--- src/hdl/utd_pkg.sv ---
// ----------------------------------------------------------------------------
// utd_pkg
// Shared types and constants for the UTF-8 text event decoder.
// ----------------------------------------------------------------------------
`default_nettype none

package utd_pkg;

	localparam int ByteW  = 8;
	localparam int CpW    = 21;
	localparam int TdataW = 24;
	localparam int AddrW  = 3;

	// event kinds
	typedef enum logic [2:0] {
		EV_GLYPH   = 3'd0,
		EV_SPACE   = 3'd1,
		EV_NEWLINE = 3'd2,
		EV_RETURN  = 3'd3,
		EV_ADVANCE = 3'd4
	} kind_t;

	// line modes (code 3 acts as MODE_LF)
	typedef logic [1:0] mode_t;
	localparam mode_t MODE_LF    = 2'd0;
	localparam mode_t MODE_SLASH = 2'd1;
	localparam mode_t MODE_SPLIT = 2'd2;

	// register index of line_mode
	localparam logic REG_LINE_MODE = 1'b0;

	localparam logic [CpW-1:0] CH_SLASH = 21'h00002f;
	localparam logic [CpW-1:0] CH_QMARK = 21'h00003f;

	typedef struct packed {
		kind_t          kind;
		logic [CpW-1:0] cp;
		logic           last;
	} event_t;

	typedef struct packed {
		logic   valid;
		event_t ev;
	} opt_event_t;

	// events produced by one byte, compacted: ev0 first
	typedef struct packed {
		logic [1:0] n;
		event_t     ev0;
		event_t     ev1;
	} push_t;

endpackage

`default_nettype wire

--- src/hdl/utd_decode.sv ---
// ----------------------------------------------------------------------------
// utd_decode
// Combinational decode of one byte against the open-sequence state: gives
// up to two events and the next accumulator and pending count.
// ----------------------------------------------------------------------------
`default_nettype none

module utd_decode (
	input  wire logic [7:0]       data_byte,
	input  wire logic [20:0]      acc,
	input  wire logic [1:0]       pend,
	input  wire utd_pkg::mode_t   line_mode,
	output utd_pkg::push_t        push,
	output logic [20:0]           acc_nxt,
	output logic [1:0]            pend_nxt
);
	import utd_pkg::*;

	localparam logic [7:0] B_NUL   = 8'h00;
	localparam logic [7:0] B_TAB   = 8'h09;
	localparam logic [7:0] B_SPACE = 8'h20;
	localparam logic [CpW-1:0] C_TAB  = 21'd9;
	localparam logic [CpW-1:0] C_LF   = 21'd10;
	localparam logic [CpW-1:0] C_CR   = 21'd13;
	localparam logic [CpW-1:0] C_CTRL = 21'd32;

	// one complete character value to an event
	function automatic opt_event_t char_event(input logic [CpW-1:0] cp, input mode_t mode);
		opt_event_t r;
		r.valid   = 1'b1;
		r.ev.kind = EV_GLYPH;
		r.ev.cp   = cp;
		r.ev.last = 1'b1;
		if (cp == C_CR || cp == C_LF) begin
			if (mode == MODE_SLASH) begin
				r.ev.cp = CH_SLASH;
			end else if (mode == MODE_SPLIT) begin
				r.ev.kind = (cp == C_CR) ? EV_RETURN : EV_ADVANCE;
				r.ev.cp   = '0;
			end else if (cp == C_LF) begin
				r.ev.kind = EV_NEWLINE;
				r.ev.cp   = '0;
			end else begin
				r.valid = 1'b0;
			end
		end else if (cp < C_CTRL && cp != C_TAB) begin
			r.ev.cp = CH_QMARK;
		end
		return r;
	endfunction

	opt_event_t      fr;
	logic            fr_open;
	logic [CpW-1:0]  fr_acc;
	logic [1:0]      fr_pend;
	opt_event_t      e0, e1, qm;
	logic [CpW-1:0]  cat;

	// byte taken with no sequence open
	always_comb begin
		fr      = '0;
		fr_open = 1'b0;
		fr_acc  = '0;
		fr_pend = '0;
		if (data_byte == B_NUL) begin
			fr = '0;
		end else if (data_byte == B_SPACE || data_byte == B_TAB) begin
			fr.valid   = 1'b1;
			fr.ev.kind = EV_SPACE;
			fr.ev.cp   = '0;
			fr.ev.last = 1'b1;
		end else if (data_byte[7]) begin
			if ((data_byte & 8'hf8) == 8'hf0) begin
				fr_open = 1'b1;
				fr_acc  = {18'd0, data_byte[2:0]};
				fr_pend = 2'd3;
			end else if ((data_byte & 8'he0) == 8'he0) begin
				fr_open = 1'b1;
				fr_acc  = {17'd0, data_byte[3:0]};
				fr_pend = 2'd2;
			end else if ((data_byte & 8'hc0) == 8'hc0) begin
				fr_open = 1'b1;
				fr_acc  = {16'd0, data_byte[4:0]};
				fr_pend = 2'd1;
			end
		end else begin
			fr = char_event({13'd0, data_byte}, line_mode);
		end
	end

	// sequence handling
	always_comb begin
		qm.valid   = 1'b1;
		qm.ev.kind = EV_GLYPH;
		qm.ev.cp   = CH_QMARK;
		qm.ev.last = 1'b1;
		cat        = {acc[14:0], data_byte[5:0]};
		acc_nxt    = acc;
		pend_nxt   = pend;
		e0         = '0;
		e1         = '0;
		if (pend != 2'd0) begin
			if (data_byte == B_NUL) begin
				acc_nxt  = '0;
				pend_nxt = '0;
			end else if (data_byte[7:6] == 2'b10) begin
				pend_nxt = 2'(pend - 2'd1);
				if (pend == 2'd1) begin
					acc_nxt = '0;
					e0      = char_event(cat, line_mode);
				end else begin
					acc_nxt = cat;
				end
			end else begin
				// broken sequence: '?' then the byte again
				e0       = qm;
				e1       = fr;
				acc_nxt  = fr_open ? fr_acc : '0;
				pend_nxt = fr_open ? fr_pend : 2'd0;
			end
		end else begin
			e0 = fr;
			if (fr_open) begin
				acc_nxt  = fr_acc;
				pend_nxt = fr_pend;
			end
		end
	end

	// compact and mark the final event
	always_comb begin
		push = '0;
		if (e0.valid && e1.valid) begin
			push.n        = 2'd2;
			push.ev0      = e0.ev;
			push.ev0.last = 1'b0;
			push.ev1      = e1.ev;
		end else if (e0.valid) begin
			push.n   = 2'd1;
			push.ev0 = e0.ev;
		end else if (e1.valid) begin
			push.n   = 2'd1;
			push.ev0 = e1.ev;
		end
	end

endmodule

`default_nettype wire

--- src/hdl/utd_evq.sv ---
// ----------------------------------------------------------------------------
// utd_evq
// Two-entry result queue: takes up to two events per cycle, gives one beat
// per cycle on the output stream while m_tready is high.
// ----------------------------------------------------------------------------
`default_nettype none

module utd_evq (
	input  wire logic            clk,
	input  wire logic            arst_n,
	input  wire utd_pkg::push_t  push,
	output logic [1:0]           cnt,
	output logic                 m_tvalid,
	input  wire logic            m_tready,
	output logic [23:0]          m_tdata,  // [2:0] event_kind, [23:3] code_point
	output logic                 m_tlast   // last_of_run
);
	import utd_pkg::*;

	event_t     mem_q [2];
	logic       wr_q;
	logic       rd_q;
	logic [1:0] cnt_q;
	logic       pop;
	event_t     head;

	assign pop      = (cnt_q != 2'd0) && m_tready;
	assign head     = mem_q[rd_q];
	assign m_tvalid = (cnt_q != 2'd0);
	assign m_tdata  = {head.cp, head.kind};
	assign m_tlast  = head.last;
	assign cnt      = cnt_q;

	// pointers and fill count
	always_ff @(posedge clk or negedge arst_n) begin
		if (!arst_n) begin
			wr_q  <= 1'b0;
			rd_q  <= 1'b0;
			cnt_q <= 2'd0;
		end else begin
			wr_q  <= wr_q ^ push.n[0];
			rd_q  <= rd_q ^ pop;
			cnt_q <= 2'(cnt_q + push.n - {1'b0, pop});
		end
	end

	// entry storage
	always_ff @(posedge clk) begin
		if (push.n != 2'd0) begin
			mem_q[wr_q] <= push.ev0;
		end
		if (push.n == 2'd2) begin
			mem_q[~wr_q] <= push.ev1;
		end
	end

endmodule

`default_nettype wire

--- src/hdl/utf8_text_event_decoder.sv ---
// ----------------------------------------------------------------------------
// utf8_text_event_decoder
// UTF-8 byte stream to text events (glyph, space, line control).
// ----------------------------------------------------------------------------
// Usage:
//  - Input stream s_*: one text byte per beat in s_tdata; 0 ends the string
//    and drops any open multi-byte sequence.
//  - Output stream m_*: one event per beat; m_tlast marks the final event
//    caused by an input byte (a broken sequence gives '?' then the event of
//    the byte that broke it).
//  - APB port: register line_mode at address 0, written while idle.
//  - A byte passes the input register, then the result queue, before its first event shows.
//  - Throughput: one byte per cycle while the result queue has room; a byte
//    giving two events holds the input stage until the two-entry result queue
//    is empty. Rate is bounded by the one-beat-per-cycle queue drain.
//  - Reset clears the sequence state, line_mode (to 0) and both stages.
//  - When m_tready is low, the queue fills (two events) and s_tready drops
//    once the held byte gives an event; nothing is lost.
// ----------------------------------------------------------------------------
`default_nettype none

module utf8_text_event_decoder (
	input  wire logic        clk,
	input  wire logic        arst_n,
	// input stream
	input  wire logic        s_tvalid,
	output logic             s_tready,
	input  wire logic [7:0]  s_tdata,   // [7:0] data_byte
	// output stream
	output logic             m_tvalid,
	input  wire logic        m_tready,
	output logic [23:0]      m_tdata,   // [2:0] event_kind, [23:3] code_point
	output logic             m_tlast,   // last_of_run
	// configuration
	input  wire logic        psel,
	input  wire logic        penable,
	input  wire logic        pwrite,
	input  wire logic [2:0]  paddr,
	input  wire logic [31:0] pwdata,
	output logic [31:0]      prdata,
	output logic             pready
);
	import utd_pkg::*;

	mode_t       line_mode_q;
	logic        valid_s1;
	logic [7:0]  byte_s1;
	logic [20:0] acc_q;
	logic [1:0]  pend_q;
	logic [20:0] acc_nxt;
	logic [1:0]  pend_nxt;
	push_t       dec;
	push_t       push;
	logic [1:0]  cnt;
	logic        consume;

	// configuration register
	assign pready = 1'b1;
	assign prdata = (paddr[2] == REG_LINE_MODE) ? {30'd0, line_mode_q} : 32'd0;

	always_ff @(posedge clk or negedge arst_n) begin
		if (!arst_n) begin
			line_mode_q <= MODE_LF;
		end else if (psel && penable && pwrite && pready && paddr[2] == REG_LINE_MODE) begin
			line_mode_q <= pwdata[1:0];
		end
	end

	// decode of the registered byte
	utd_decode u_decode (
		.data_byte (byte_s1),
		.acc       (acc_q),
		.pend      (pend_q),
		.line_mode (line_mode_q),
		.push      (dec),
		.acc_nxt   (acc_nxt),
		.pend_nxt  (pend_nxt)
	);

	// byte moves on when the queue has room for all its events
	assign consume  = valid_s1 && (({1'b0, dec.n} + {1'b0, cnt}) <= 3'd2);
	assign s_tready = !valid_s1 || consume;

	always_comb begin
		push = dec;
		if (!consume) begin
			push.n = 2'd0;
		end
	end

	// input register
	always_ff @(posedge clk or negedge arst_n) begin
		if (!arst_n) begin
			valid_s1 <= 1'b0;
		end else if (s_tready) begin
			valid_s1 <= s_tvalid;
		end
	end

	always_ff @(posedge clk) begin
		if (s_tvalid && s_tready) begin
			byte_s1 <= s_tdata;
		end
	end

	// sequence state
	always_ff @(posedge clk or negedge arst_n) begin
		if (!arst_n) begin
			acc_q  <= '0;
			pend_q <= '0;
		end else if (consume) begin
			acc_q  <= acc_nxt;
			pend_q <= pend_nxt;
		end
	end

	// result queue
	utd_evq u_evq (
		.clk      (clk),
		.arst_n   (arst_n),
		.push     (push),
		.cnt      (cnt),
		.m_tvalid (m_tvalid),
		.m_tready (m_tready),
		.m_tdata  (m_tdata),
		.m_tlast  (m_tlast)
	);

endmodule

`default_nettype wire

--- config.mk ---
export PLATFORM = sky130hd
export DESIGN_NAME = utf8_text_event_decoder
export DESIGN_NICKNAME = d
export VERILOG_FILES = /design/src/hdl/utd_pkg.sv /design/src/hdl/utd_decode.sv /design/src/hdl/utd_evq.sv /design/src/hdl/utf8_text_event_decoder.sv
export SDC_FILE = /design/constraint.sdc
export NUM_CORES = 1
export LEC_CHECK = 0
export BUFFER_PORTS_ARGS = -buffer_cell sky130_fd_sc_hd__buf_2
export CORE_MARGIN = 10
export CORE_UTILIZATION = 50
export DETAILED_ROUTE_END_ITERATION = 8
export GPL_TIMING_DRIVEN = 0
export PLACE_DENSITY = 0.8
export SYNTH_ARGS = -nofsm -noshare
export SYNTH_HDL_FRONTEND = slang
export SYNTH_SLANG_ARGS = --single-unit
--- constraint.sdc ---
create_clock -name clk -period 11.2 [get_ports clk]
set_clock_uncertainty 0.1 [all_clocks]
set_input_delay 1.12 -clock clk [delete_from_list [all_inputs] [get_ports clk]]
set_output_delay 1.12 -clock clk [all_outputs]
set_load 0.02 [all_outputs]
==> out/summary.txt, run 1 <==
worst-path fanout max = 8
Int Pwr = 807.5 uW
critical path class = flip-flop to output port
Antenna Nets Post-Route = 0
CTS tree = built
n_diodes = 0
hold slack = 0.3580 ns
DR pass1 iterations = 5
synth top area cells = edfxtp_1, dfrtp_1, dfxtp_1, mux2_2, buf_4
outcome = completed
RSZ-0062 raised after global routing = false
Initial Utilization = 51.88%
HPWL Detailed = 9061 um
postcts setup bufs = 0
FF+latch area = 0.002062 sq mm
Residual DRC = 0
Max rail drop VDD = 0.09941 mV
fin crit period = 5.232 ns
Yosys warning count = 0
Leakage = 0.002159 uW
H-tree depth = 3
worst stage delay on the critical path = 0.49 ns
fill count = 786
grt total ovfl = 0
CP arrival = 4.01 ns
GRT Overall Usage = 18.38%
clock slew at reported path FFs = 0.09 ns
gpl congestion = 0.9456
drt first-iter violations = 405
WL final = 12050 um
critical path cell sequence = nor2b_1 > nand3b_1 > o211ai_1 > a41oi_2 > ha_1 > ha_1 > fa_1 > a21oi_1 > nand2b_1 > buf_2
antenna violations before repair = 0
vias = 3988
Hold Crit Class = flip-flop to flip-flop
Mapped Area = 0.004591 sq mm
TNS Setup = 0 ns
vias in the first global route = 3865
Power, Total = 1521 uW
Mapped Cells = 475
Sw Pwr = 713.7 uW
CTS Buffer Depth = 2
die area = 0.01341 sq mm
Critical-path top delay cell = a21oi_1
CP required = 9.98 ns
fin crit share = 46.72%
Clk pwr share = 16.0%
Hold Fails Final Rpt = 0
multi-input logic area = 0.002263 sq mm
number of CTS-inserted buffers = 9
Fmax = 191.1 MHz
Worst-Margin Slew = 1.122 ns
I/O pins = 110
Placement Setup Slack = 6.180 ns
pwr dens = 287.7 mW/mm^2
largest net degree at the start of global routing = 25
Synth area leader = edfxtp_1
register share of total power = 32.2%
Area Overhead vs Synth = 15.18%
setup ws final = 5.968 ns
Seq/Total Area, Yosys = 44.92%
Comb pwr share = 51.8%
hold buffers post-CTS = 0
Buffers on Ports = 46
Syn Area/Cell = 9.665 sq um
crit start category = flip-flop
CTS sink cnt = 82
# nets final = 618
cts repair resizes = 0
Clk Latency, worst-skew pair = 0.37 ns
Main synth FF type = edfxtp_1
first-pass GRT wire length = 19780 um
Worst R2R Setup Slack = 6.08 ns
number of enable flip-flop cells after synthesis = 30
Routed WL per cell = 17.88 um
sw frac = 46.92%
row cnt = 34
post-synth top area share = 19.62%
flops & latches, synth = 82
clk root buf = clkbuf_8
CP dominant cell by count = ha_1
Final Max Slew Viols = 0
Die Ht = 115.8 um
asr flop ratio synth = 29.27%
crit end category = output port
Rel. slew slack = 25.18%
core area = 0.008848 sq mm
Finish-stage setup viols = 0
Netlist cell types = 67
Max Cap Viol = 0
share of layout cells above drive strength 1 = 25.44%
DR vias/cell = 5.917
Die W = 115.8 um
[power groups by stage]
| stage | registers (uW) | logic, uW | clock network (uW) |
|---|---|---|---|
| finish | 490 | 788 | 243 |
| global route | 502 | 865 | 259 |
| CTS | 489 | 783 | 245 |
| detailed placement | 495 | 780 | 0 |
| global placement | 490 | 762 | 0 |
| floorplan | 474 | 573 | 0 |
[area by class of cell]
cell class,instances,area share [%]
repair buffers,46,4.354
well taps,108,2.556
flip-flops and latches,82,39.00
plain buffers,56,6.294
multi-input cells,355,42.81
clock buffers,10,2.816
inverters,11,0.7809
clock inverters,6,1.396
[registers in the layout, indices dropped and copies added, names as in the netlist]
| register | cells |
|---|---|
| line_mode_q | 2 |
| byte_s1 | 8 |
| valid_s1 | 1 |
| acc_q | 15 |
| u_evq.cnt | 2 |
| u_evq.rd_q | 1 |
| u_evq.wr_q | 1 |
| pend_q | 2 |
| u_evq.mem_q | 50 |
[cells in the mapped netlist, types with 3 or more instances]
| master | count |
|---|---|
| nand2_1 | 50 |
| a21oi_1 | 43 |
| nand3_1 | 40 |
| buf_4 | 31 |
| edfxtp_1 | 30 |
| dfxtp_1 | 28 |
| mux2_2 | 27 |
| dfrtp_1 | 24 |
| clkbuf_1 | 18 |
| o22ai_1 | 16 |
| nor2_1 | 15 |
| o21ai_0 | 12 |
| a22o_1 | 11 |
| inv_1 | 10 |
| nand2b_1 | 7 |
| nor3_1 | 7 |
| ha_1 | 6 |
| nor2b_1 | 6 |
| a31oi_1 | 5 |
| buf_2 | 5 |
| nor4_2 | 5 |
| o211ai_1 | 5 |
| a21o_1 | 4 |
| a22oi_1 | 4 |
| and2_1 | 4 |
| xnor2_1 | 4 |
| o22a_1 | 3 |
| or2_2 | 3 |
| or3_1 | 3 |
[worst paths after layout]
kind	end	cells past startpoint	from
min in group asynchronous	line_mode_q[0]	1	arst_n
worst max register to register	u_evq.mem_q[1][13]	13	line_mode_q[1]
worst max-delay path	s_tready	10	line_mode_q[1]
worst min register to register	u_evq.mem_q[0][13]	2	u_evq.mem_q[0][13]
worst min-delay path	u_evq.mem_q[0][13]	2	u_evq.mem_q[0][13]
max in group asynchronous	acc_q[8]	1	arst_n
[cell families (layout without fill, tap and decap cells)]
family,after synthesis,count (layout),share of synthesized area [%]
multiplexers,28,28,6.841
AO/OA/AOI/OAI,124,124,17.83
AND/OR/NAND/NOR,160,160,19.08
flip-flops,82,82,44.92
buffers and inverters,67,129,8.149
XOR/XNOR,5,5,0.9539
adder cells (fa/ha/maj),7,7,2.071
other,2,31,0.1636
[through the flow]
stage,utilization (%),area (sq um),instances
after floorplan,-,4700,504
after global placement,57.24,5065,658
after detailed placement,57.24,5065,658
after CTS,59.76,5288,674
after global routing,59.76,5288,674
final,59.76,5288,674
[critical path, delay by kind of cell (launching register included)]
| family | cells | cell delay (ns) |
|---|---|---|
| adders and majority gates | 3 | 1.13 |
| AOI/OAI and AO/OA | 3 | 1.02 |
| and+or+nand+nor | 3 | 0.85 |
| DFF | 1 | 0.46 |
| buffers and inverters | 1 | 0.18 |
[routing by layer]
layer / global-route usage (%) / vias up / wire length, um
met3: 3.928 / 16 / 1048
met4: 5.421 / 0 / 172
li1: - / 1876 / -
met2: 30.11 / 230 / 5671
met1: 23.91 / 1866 / 5158
met5: 0 / - / 0
[cell usage in the layout, fill, tap and decap left out, types with 3 or more instances in the layout]
| cell | netlist | routed |
|---|---|---|
| mux2_2 | 27 | 27 |
| nor4_2 | 5 | 5 |
| edfxtp_1 | 30 | 30 |
| o22a_1 | 3 | 3 |
| dfrtp_1 | 24 | 24 |
| inv_1 | 10 | 10 |
| or3_1 | 3 | 3 |
| a21o_1 | 4 | 4 |
| a31oi_1 | 5 | 5 |
| ha_1 | 6 | 6 |
| a22o_1 | 11 | 11 |
| o21ai_0 | 12 | 12 |
| a22oi_1 | 4 | 4 |
| conb_1 | 2 | 31 |
| a21oi_1 | 43 | 43 |
| and2_1 | 4 | 4 |
| nand2b_1 | 7 | 7 |
| buf_2 | 5 | 51 |
| nand2_1 | 50 | 50 |
| dfxtp_1 | 28 | 28 |
| nand3_1 | 40 | 40 |
| o22ai_1 | 16 | 16 |
| clkbuf_1 | 18 | 18 |
| buf_4 | 31 | 31 |
| xnor2_1 | 4 | 4 |
| o211ai_1 | 5 | 5 |
| clkbuf_8 | 0 | 9 |
| nor3_1 | 7 | 7 |
| inv_6 | 0 | 3 |
| nor2_1 | 15 | 15 |
| or2_2 | 3 | 3 |
| nor2b_1 | 6 | 6 |
No activity file was read; power rests on OpenSTA's default activity.
==> run 2: changes to the inputs <==
--- a/config.mk
+++ b/config.mk
@@ -5,6 +5,7 @@
 export SDC_FILE = /design/constraint.sdc
 export NUM_CORES = 1
 export LEC_CHECK = 0
+export ABC_AREA = 1
 export BUFFER_PORTS_ARGS = -buffer_cell sky130_fd_sc_hd__buf_2
 export CORE_MARGIN = 10
 export CORE_UTILIZATION = 50
==> constraint.sdc (replaced) <==
create_clock -name clk -period 5.45 [get_ports clk]
set_clock_uncertainty 0.1 [all_clocks]
set_input_delay 0.545 -clock clk [delete_from_list [all_inputs] [get_ports clk]]
set_output_delay 0.545 -clock clk [all_outputs]
set_load 0.02 [all_outputs]
==> run 2 against run 1 <==
  * Synthesized cell count increased by 29%
  * Clock power increased by 94%
  * Routed wire length fell by 0.53%
  * Hold slack worse by 0.29 ns
  * Die area increased by 2.9%
  * Critical path type is now flip-flop to flip-flop
  * Critical endpoint is now u_evq.mem_q[1][6]
  * Largest cell class unchanged
  * Largest power group unchanged
  * Highest routed layer unchanged
==> out/summary.txt, run 2 <==
outcome = completed
H-tree depth = 3
number of enable flip-flop cells after synthesis = 30
n_diodes = 0
largest reg by FF count = u_evq.mem_q
Leakage = 0.002687 uW
I/O pins = 110
post-synth top area share = 18.96%
hold buffers post-CTS = 0
gpl congestion = 0.8933
Die Ht = 117.5 um
critical path class = flip-flop to flip-flop
Hold Crit Class = primary input to asynchronous set/reset pin
Final Max Slew Viols = 0
Syn Area/Cell = 7.725 sq um
leading registers by flop count = u_evq.mem_q x50, acc_q x15, byte_s1 x8
Fmax = 212.0 MHz
DR vias/cell = 5.047
share of layout cells above drive strength 1 = 22.24%
commonest non-fill, non-tap cell in the layout = nand2_1
first-pass GRT wire length = 20050 um
fin crit share = 86.54%
fin crit period = 4.717 ns
Mapped Area = 0.004751 sq mm
crit end category = flip-flop
flops & latches, synth = 82
count leader, synth = nand2_1
cts repair resizes = 0
synth cell count leaders = nand2_1, inv_1, nand3_1
CTS Buffer Depth = 2
Yosys warning count = 0
Mapped Cells = 615
Synth area leader = edfxtp_1
Max rail drop VDD = 0.2591 mV
vias = 4214
clk root buf = clkbuf_8
drt first-iter violations = 269
TNS Setup = 0 ns
crit path launch = pend_q[0]
worst stage delay on the critical path = 0.83 ns
HPWL Detailed = 9530 um
critical path cell sequence = inv_1 > ha_1 > clkbuf_1 > inv_1 > o21ai_1 > nand3_2 > inv_2 > ha_1 > ha_1 > fa_1 > a21oi_2 > nand2_2 > nor2_4 > nor2_2 > a21oi_1
Area Overhead vs Synth = 15.17%
row cnt = 35
Largest register FFs = 50
fill count = 869
Main synth FF type = edfxtp_1
worst-path fanout max = 11
crit start category = flip-flop
DR pass1 iterations = 5
core area = 0.009240 sq mm
CTS tree = built
CP dominant cell by count = ha_1
Residual DRC = 0
Power, Total = 3572 uW
WL final = 11990 um
largest net degree at the start of global routing = 25
GRT Overall Usage = 17.32%
Initial Utilization = 51.42%
CTS sink cnt = 82
number of CTS-inserted buffers = 9
pwr dens = 652.9 mW/mm^2
Worst R2R Setup Slack = 0.73 ns
Antenna Nets Post-Route = 0
synth top area cells = edfxtp_1, nand2_1, dfrtp_1, dfxtp_1, buf_4
asr flop ratio synth = 29.27%
Hold Fails Final Rpt = 0
Rel. slew slack = 28.70%
Routed WL per cell = 14.36 um
Clk Latency, worst-skew pair = 0.36 ns
Finish-stage setup viols = 0
Seq/Total Area, Yosys = 43.40%
clock slew at reported path FFs = 0.09 ns
antenna violations before repair = 0
grt total ovfl = 0
Worst-Margin Slew = 1.069 ns
Max Cap Viol = 0
die area = 0.01380 sq mm
Die W = 117.5 um
postcts setup bufs = 0
CP arrival = 4.59 ns
vias in the first global route = 4085
Netlist cell types = 37
Critical-path top delay cell = a21oi_1
CP required = 5.32 ns
# nets final = 758
Crit Reg-Reg Startpoint = pend_q[0]
RSZ-0062 raised after global routing = false
Buffers on Ports = 46
most frequent cells in the layout = nand2_1, buf_2, inv_1
[run 2: changes by cell type in the layout (fill, tap and decap cells not counted), moves of 9 or more]
cell,delta
mux2_2,-27
o21ai_0,+20
nor2_4,+9
nor2_1,+17
clkbuf_1,-11
nor2_2,+9
inv_2,+13
nand2_1,+127
inv_1,+42
a22o_1,-11
o21ai_1,+15
[run 2: final timing paths]
| kind | to | depth (start not counted) |
|---|---|---|
| worst min register to register | u_evq.mem_q[1][18] | 2 |
| worst max-delay path | u_evq.mem_q[1][6] | 15 |
| min in group clk | byte_s1[2] | 1 |
| worst max register to register | u_evq.mem_q[1][6] | 15 |
| max in group asynchronous | acc_q[8] | 1 |
| worst min-delay path | u_evq.cnt[0] | 1 |
[run 2: layout make-up]
class                   instances  area (sq um)  share of cell area [%]
plain buffers                  51         336.6                   6.151
clock buffers                  11         173.9                   3.179
clock inverters                 5         46.29                  0.8461
inverters                      66         247.7                   4.528
multi-input cells             445          2213                   40.45
flip-flops and latches         82          2062                   37.69
well taps                     129         161.4                   2.950
repair buffers                 46         230.2                   4.208
[run 2: metrics by stage]
stage          setup slack, ns  hold WS (ns)  utilization [%]  cells  cell area, sq um
2_1_floorplan            1.554        0.1494                -    644              4860
3_3_place_gp            0.8282        0.4021            56.83    819              5251
3_5_place_dp            0.7679        0.4088            56.83    819              5251
4_1_cts                 0.7363       0.07624            59.21    835              5472
5_1_grt                 0.4623       0.09573            59.21    835              5472
6_report                0.7334       0.06652            59.21    835              5472
[run 2: where the power goes]
part	total (uW)	switching (uW)	internal, uW
registers	1150	156	991
logic	1950	1350	600
clock network	472	243	229
total	3570	1750	1820
[run 2: kinds of logic after synthesis]
| group | synth area share, % |
|---|---|
| adders and majority gates | 2.002 |
| and+or+nand+nor | 28.89 |
| buffers and inverters | 12.30 |
| other | 0.1581 |
| xor gates and xnor gates | 0.9217 |
| AOI/OAI and AO/OA | 12.33 |
| DFF | 43.40 |
[run 2: per-layer routing]
layer	share of wire, %	vias up	global-route usage (%)
met1	44	1935	21.40
met5	0	-	0
li1	-	2115	-
met4	1.7	0	5.796
met2	49	144	29.34
met3	5.9	20	3.501
[run 2: critical path: cells and delay by family (launching register included)]
family	cells	cell delay (ns)
compound gates	3	1.28
buf+inv	4	0.88
fa+ha+maj	4	1.10
simple gates	4	0.56
flops	1	0.41
==> run 3: changes to the inputs <==
--- a/config.mk
+++ b/config.mk
@@ -9,6 +9,9 @@
 export BUFFER_PORTS_ARGS = -buffer_cell sky130_fd_sc_hd__buf_2
 export CORE_MARGIN = 10
 export CORE_UTILIZATION = 50
+export CTS_BUF_LIST = sky130_fd_sc_hd__clkbuf_4
+export CTS_CLUSTER_DIAMETER = 150
+export CTS_CLUSTER_SIZE = 40
 export DETAILED_ROUTE_END_ITERATION = 8
 export GPL_TIMING_DRIVEN = 0
 export PLACE_DENSITY = 0.8
==> run 3 against run 2 <==
  * First-iteration DRC count up 9.7%
  * Routed wire length about the same
  * Final cell count up 0.24%
  * Die area unchanged
  * Global-route usage up 0.12 points
  * Clock power down 9.7%
  * Largest power group unchanged
==> out/summary.txt, run 3 (synthesized netlist as in run 2, its figures left out) <==
Inst Count DP = 819
Rel. slew slack = 28.41%
Placement Setup Slack = 0.7679 ns
gpl congestion = 0.8933
crit start category = flip-flop
Die Ht = 117.5 um
most frequent cells in the layout = nand2_1, buf_2, inv_1
clock slew at reported path FFs = 0.15 ns
Clk Latency, worst-skew pair = 0.44 ns
largest reg by FF count = u_evq.mem_q
Buffers on Ports = 46
fill count = 876
Routed WL per cell = 14.33 um
hold slack = 0.1652 ns
Hold Fails Final Rpt = 0
H-tree depth = 3
Area Overhead vs Synth = 14.46%
Residual DRC = 0
antenna violations before repair = 1
Max rail drop VDD = 0.2509 mV
critical path cell sequence = inv_1 > ha_1 > clkbuf_1 > inv_1 > o21ai_1 > nand3_2 > inv_2 > ha_1 > ha_1 > fa_1 > a21oi_2 > nand2_2 > nor2_4 > nor2_2 > a21oi_1
# nets final = 759
Fmax = 211.7 MHz
I/O pins = 110
TNS Setup = 0 ns
DR vias/cell = 5.011
largest net degree at the start of global routing = 25
filler-free cell count of the finished design = 837
fin crit share = 86.68%
share of layout cells above drive strength 1 = 22.21%
CP dominant cell by count = ha_1
Initial Utilization = 51.42%
drt first-iter violations = 295
WL final = 12000 um
DR pass1 iterations = 5
GRT Overall Usage = 17.44%
Worst-Margin Slew = 1.074 ns
outcome = completed
Finish-stage setup viols = 0
crit end category = flip-flop
Critical-path top delay cell = a21oi_1
commonest non-fill, non-tap cell in the layout = nand2_1
Buf/Inv on CP = 4
number of CTS-inserted buffers = 9
Hold Crit Class = primary input to flip-flop
vias = 4194
Antenna Nets Post-Route = 0
cts repair resizes = 0
clk root buf = clkbuf_4
CP arrival = 4.68 ns
core area = 0.009240 sq mm
Core Util, Final = 58.85%
critical path class = flip-flop to flip-flop
Max Cap Viol = 0
HPWL Detailed = 9530 um
grt total ovfl = 0
CTS sink cnt = 82
leading registers by flop count = u_evq.mem_q x50, acc_q x15, byte_s1 x8
Leakage = 0.002672 uW
CTS tree = built
worst-path fanout max = 11
die area = 0.01380 sq mm
Die W = 117.5 um
worst stage delay on the critical path = 0.83 ns
CP required = 5.41 ns
first-pass GRT wire length = 20050 um
Final Max Slew Viols = 0
Largest register FFs = 50
pwr dens = 648.9 mW/mm^2
setup ws final = 0.7257 ns
vias in the first global route = 4058
row cnt = 35
fin crit period = 4.724 ns
family with the most delay on the worst path = compound AO/OA/AOI/OAI gates
RSZ-0062 raised after global routing = false
CTS Buffer Depth = 2
[run 3: what timing repair did]
action	in CTS	in global routing
hold buffers	1	0
buffers inserted	0	0
endpoints found under the hold margin	17	0
[run 3: worst paths after layout]
| path | start | endpoint | slack, ns | depth (start not counted) |
|---|---|---|---|---|
| min in group asynchronous | arst_n | u_evq.rd_q | 0.50 | 2 |
| setup reg to reg | pend_q[0] | u_evq.mem_q[1][2] | 0.73 | 15 |
| hold / removal | s_tdata[2] | byte_s1[2] | 0.17 | 1 |
| hold reg to reg | u_evq.mem_q[1][13] | u_evq.mem_q[1][13] | 0.44 | 2 |
| setup / recovery | pend_q[0] | u_evq.mem_q[1][2] | 0.73 | 15 |
| max in group asynchronous | arst_n | acc_q[8] | 4.35 | 2 |
[run 3: metal layers]
| layer | vias to the layer above | GRT usage [%] | wire length [um] |
|---|---|---|---|
| li1 | 2120 | - | - |
| met1 | 1916 | 21.40 | 5299 |
| met2 | 139 | 29.37 | 5799 |
| met3 | 19 | 4.365 | 704 |
| met4 | 0 | 5.255 | 194 |
| met5 | - | 0 | 0 |
[run 3: worst register-to-register path: cells and delay by family (launching register included)]
family          cells  cell delay [ns]
compound gates      3             1.27
fa+ha+maj           4             1.10
buf+inv             4             0.90
flops               1             0.43
simple gates        4             0.56
[run 3: through the flow]
step | total power, uW | instance area (sq um)
final | 3528 | 5438
after global routing | 3841 | 5438
after CTS | 3545 | 5435
after detailed placement | 3117 | 5251
after global placement | 3041 | 5251
after floorplan | 2560 | 4860
[run 3: power by group]
| part | internal, uW | leakage [uW] | switching [uW] |
|---|---|---|---|
| logic | 600 | 0.00175 | 1350 |
| registers | 990 | 0.000832 | 157 |
| clock network | 194 | 0.0000930 | 232 |
| total | 1780 | 0.00267 | 1740 |
[run 3: final cells by class]
cell class                 instances  area, sq um  share of cell area [%]
clock inverter                     7        106.4                   1.956
tap                              129        161.4                   2.968
multi-input combinational        445         2213                   40.70
timing repair buffer              47        240.2                   4.418
antenna                            1        2.502                 0.04602
buffer                            51        336.6                   6.190
inverter                          66        247.7                   4.556
sequential                        82         2062                   37.92
clock buffer                       9        67.56                   1.243
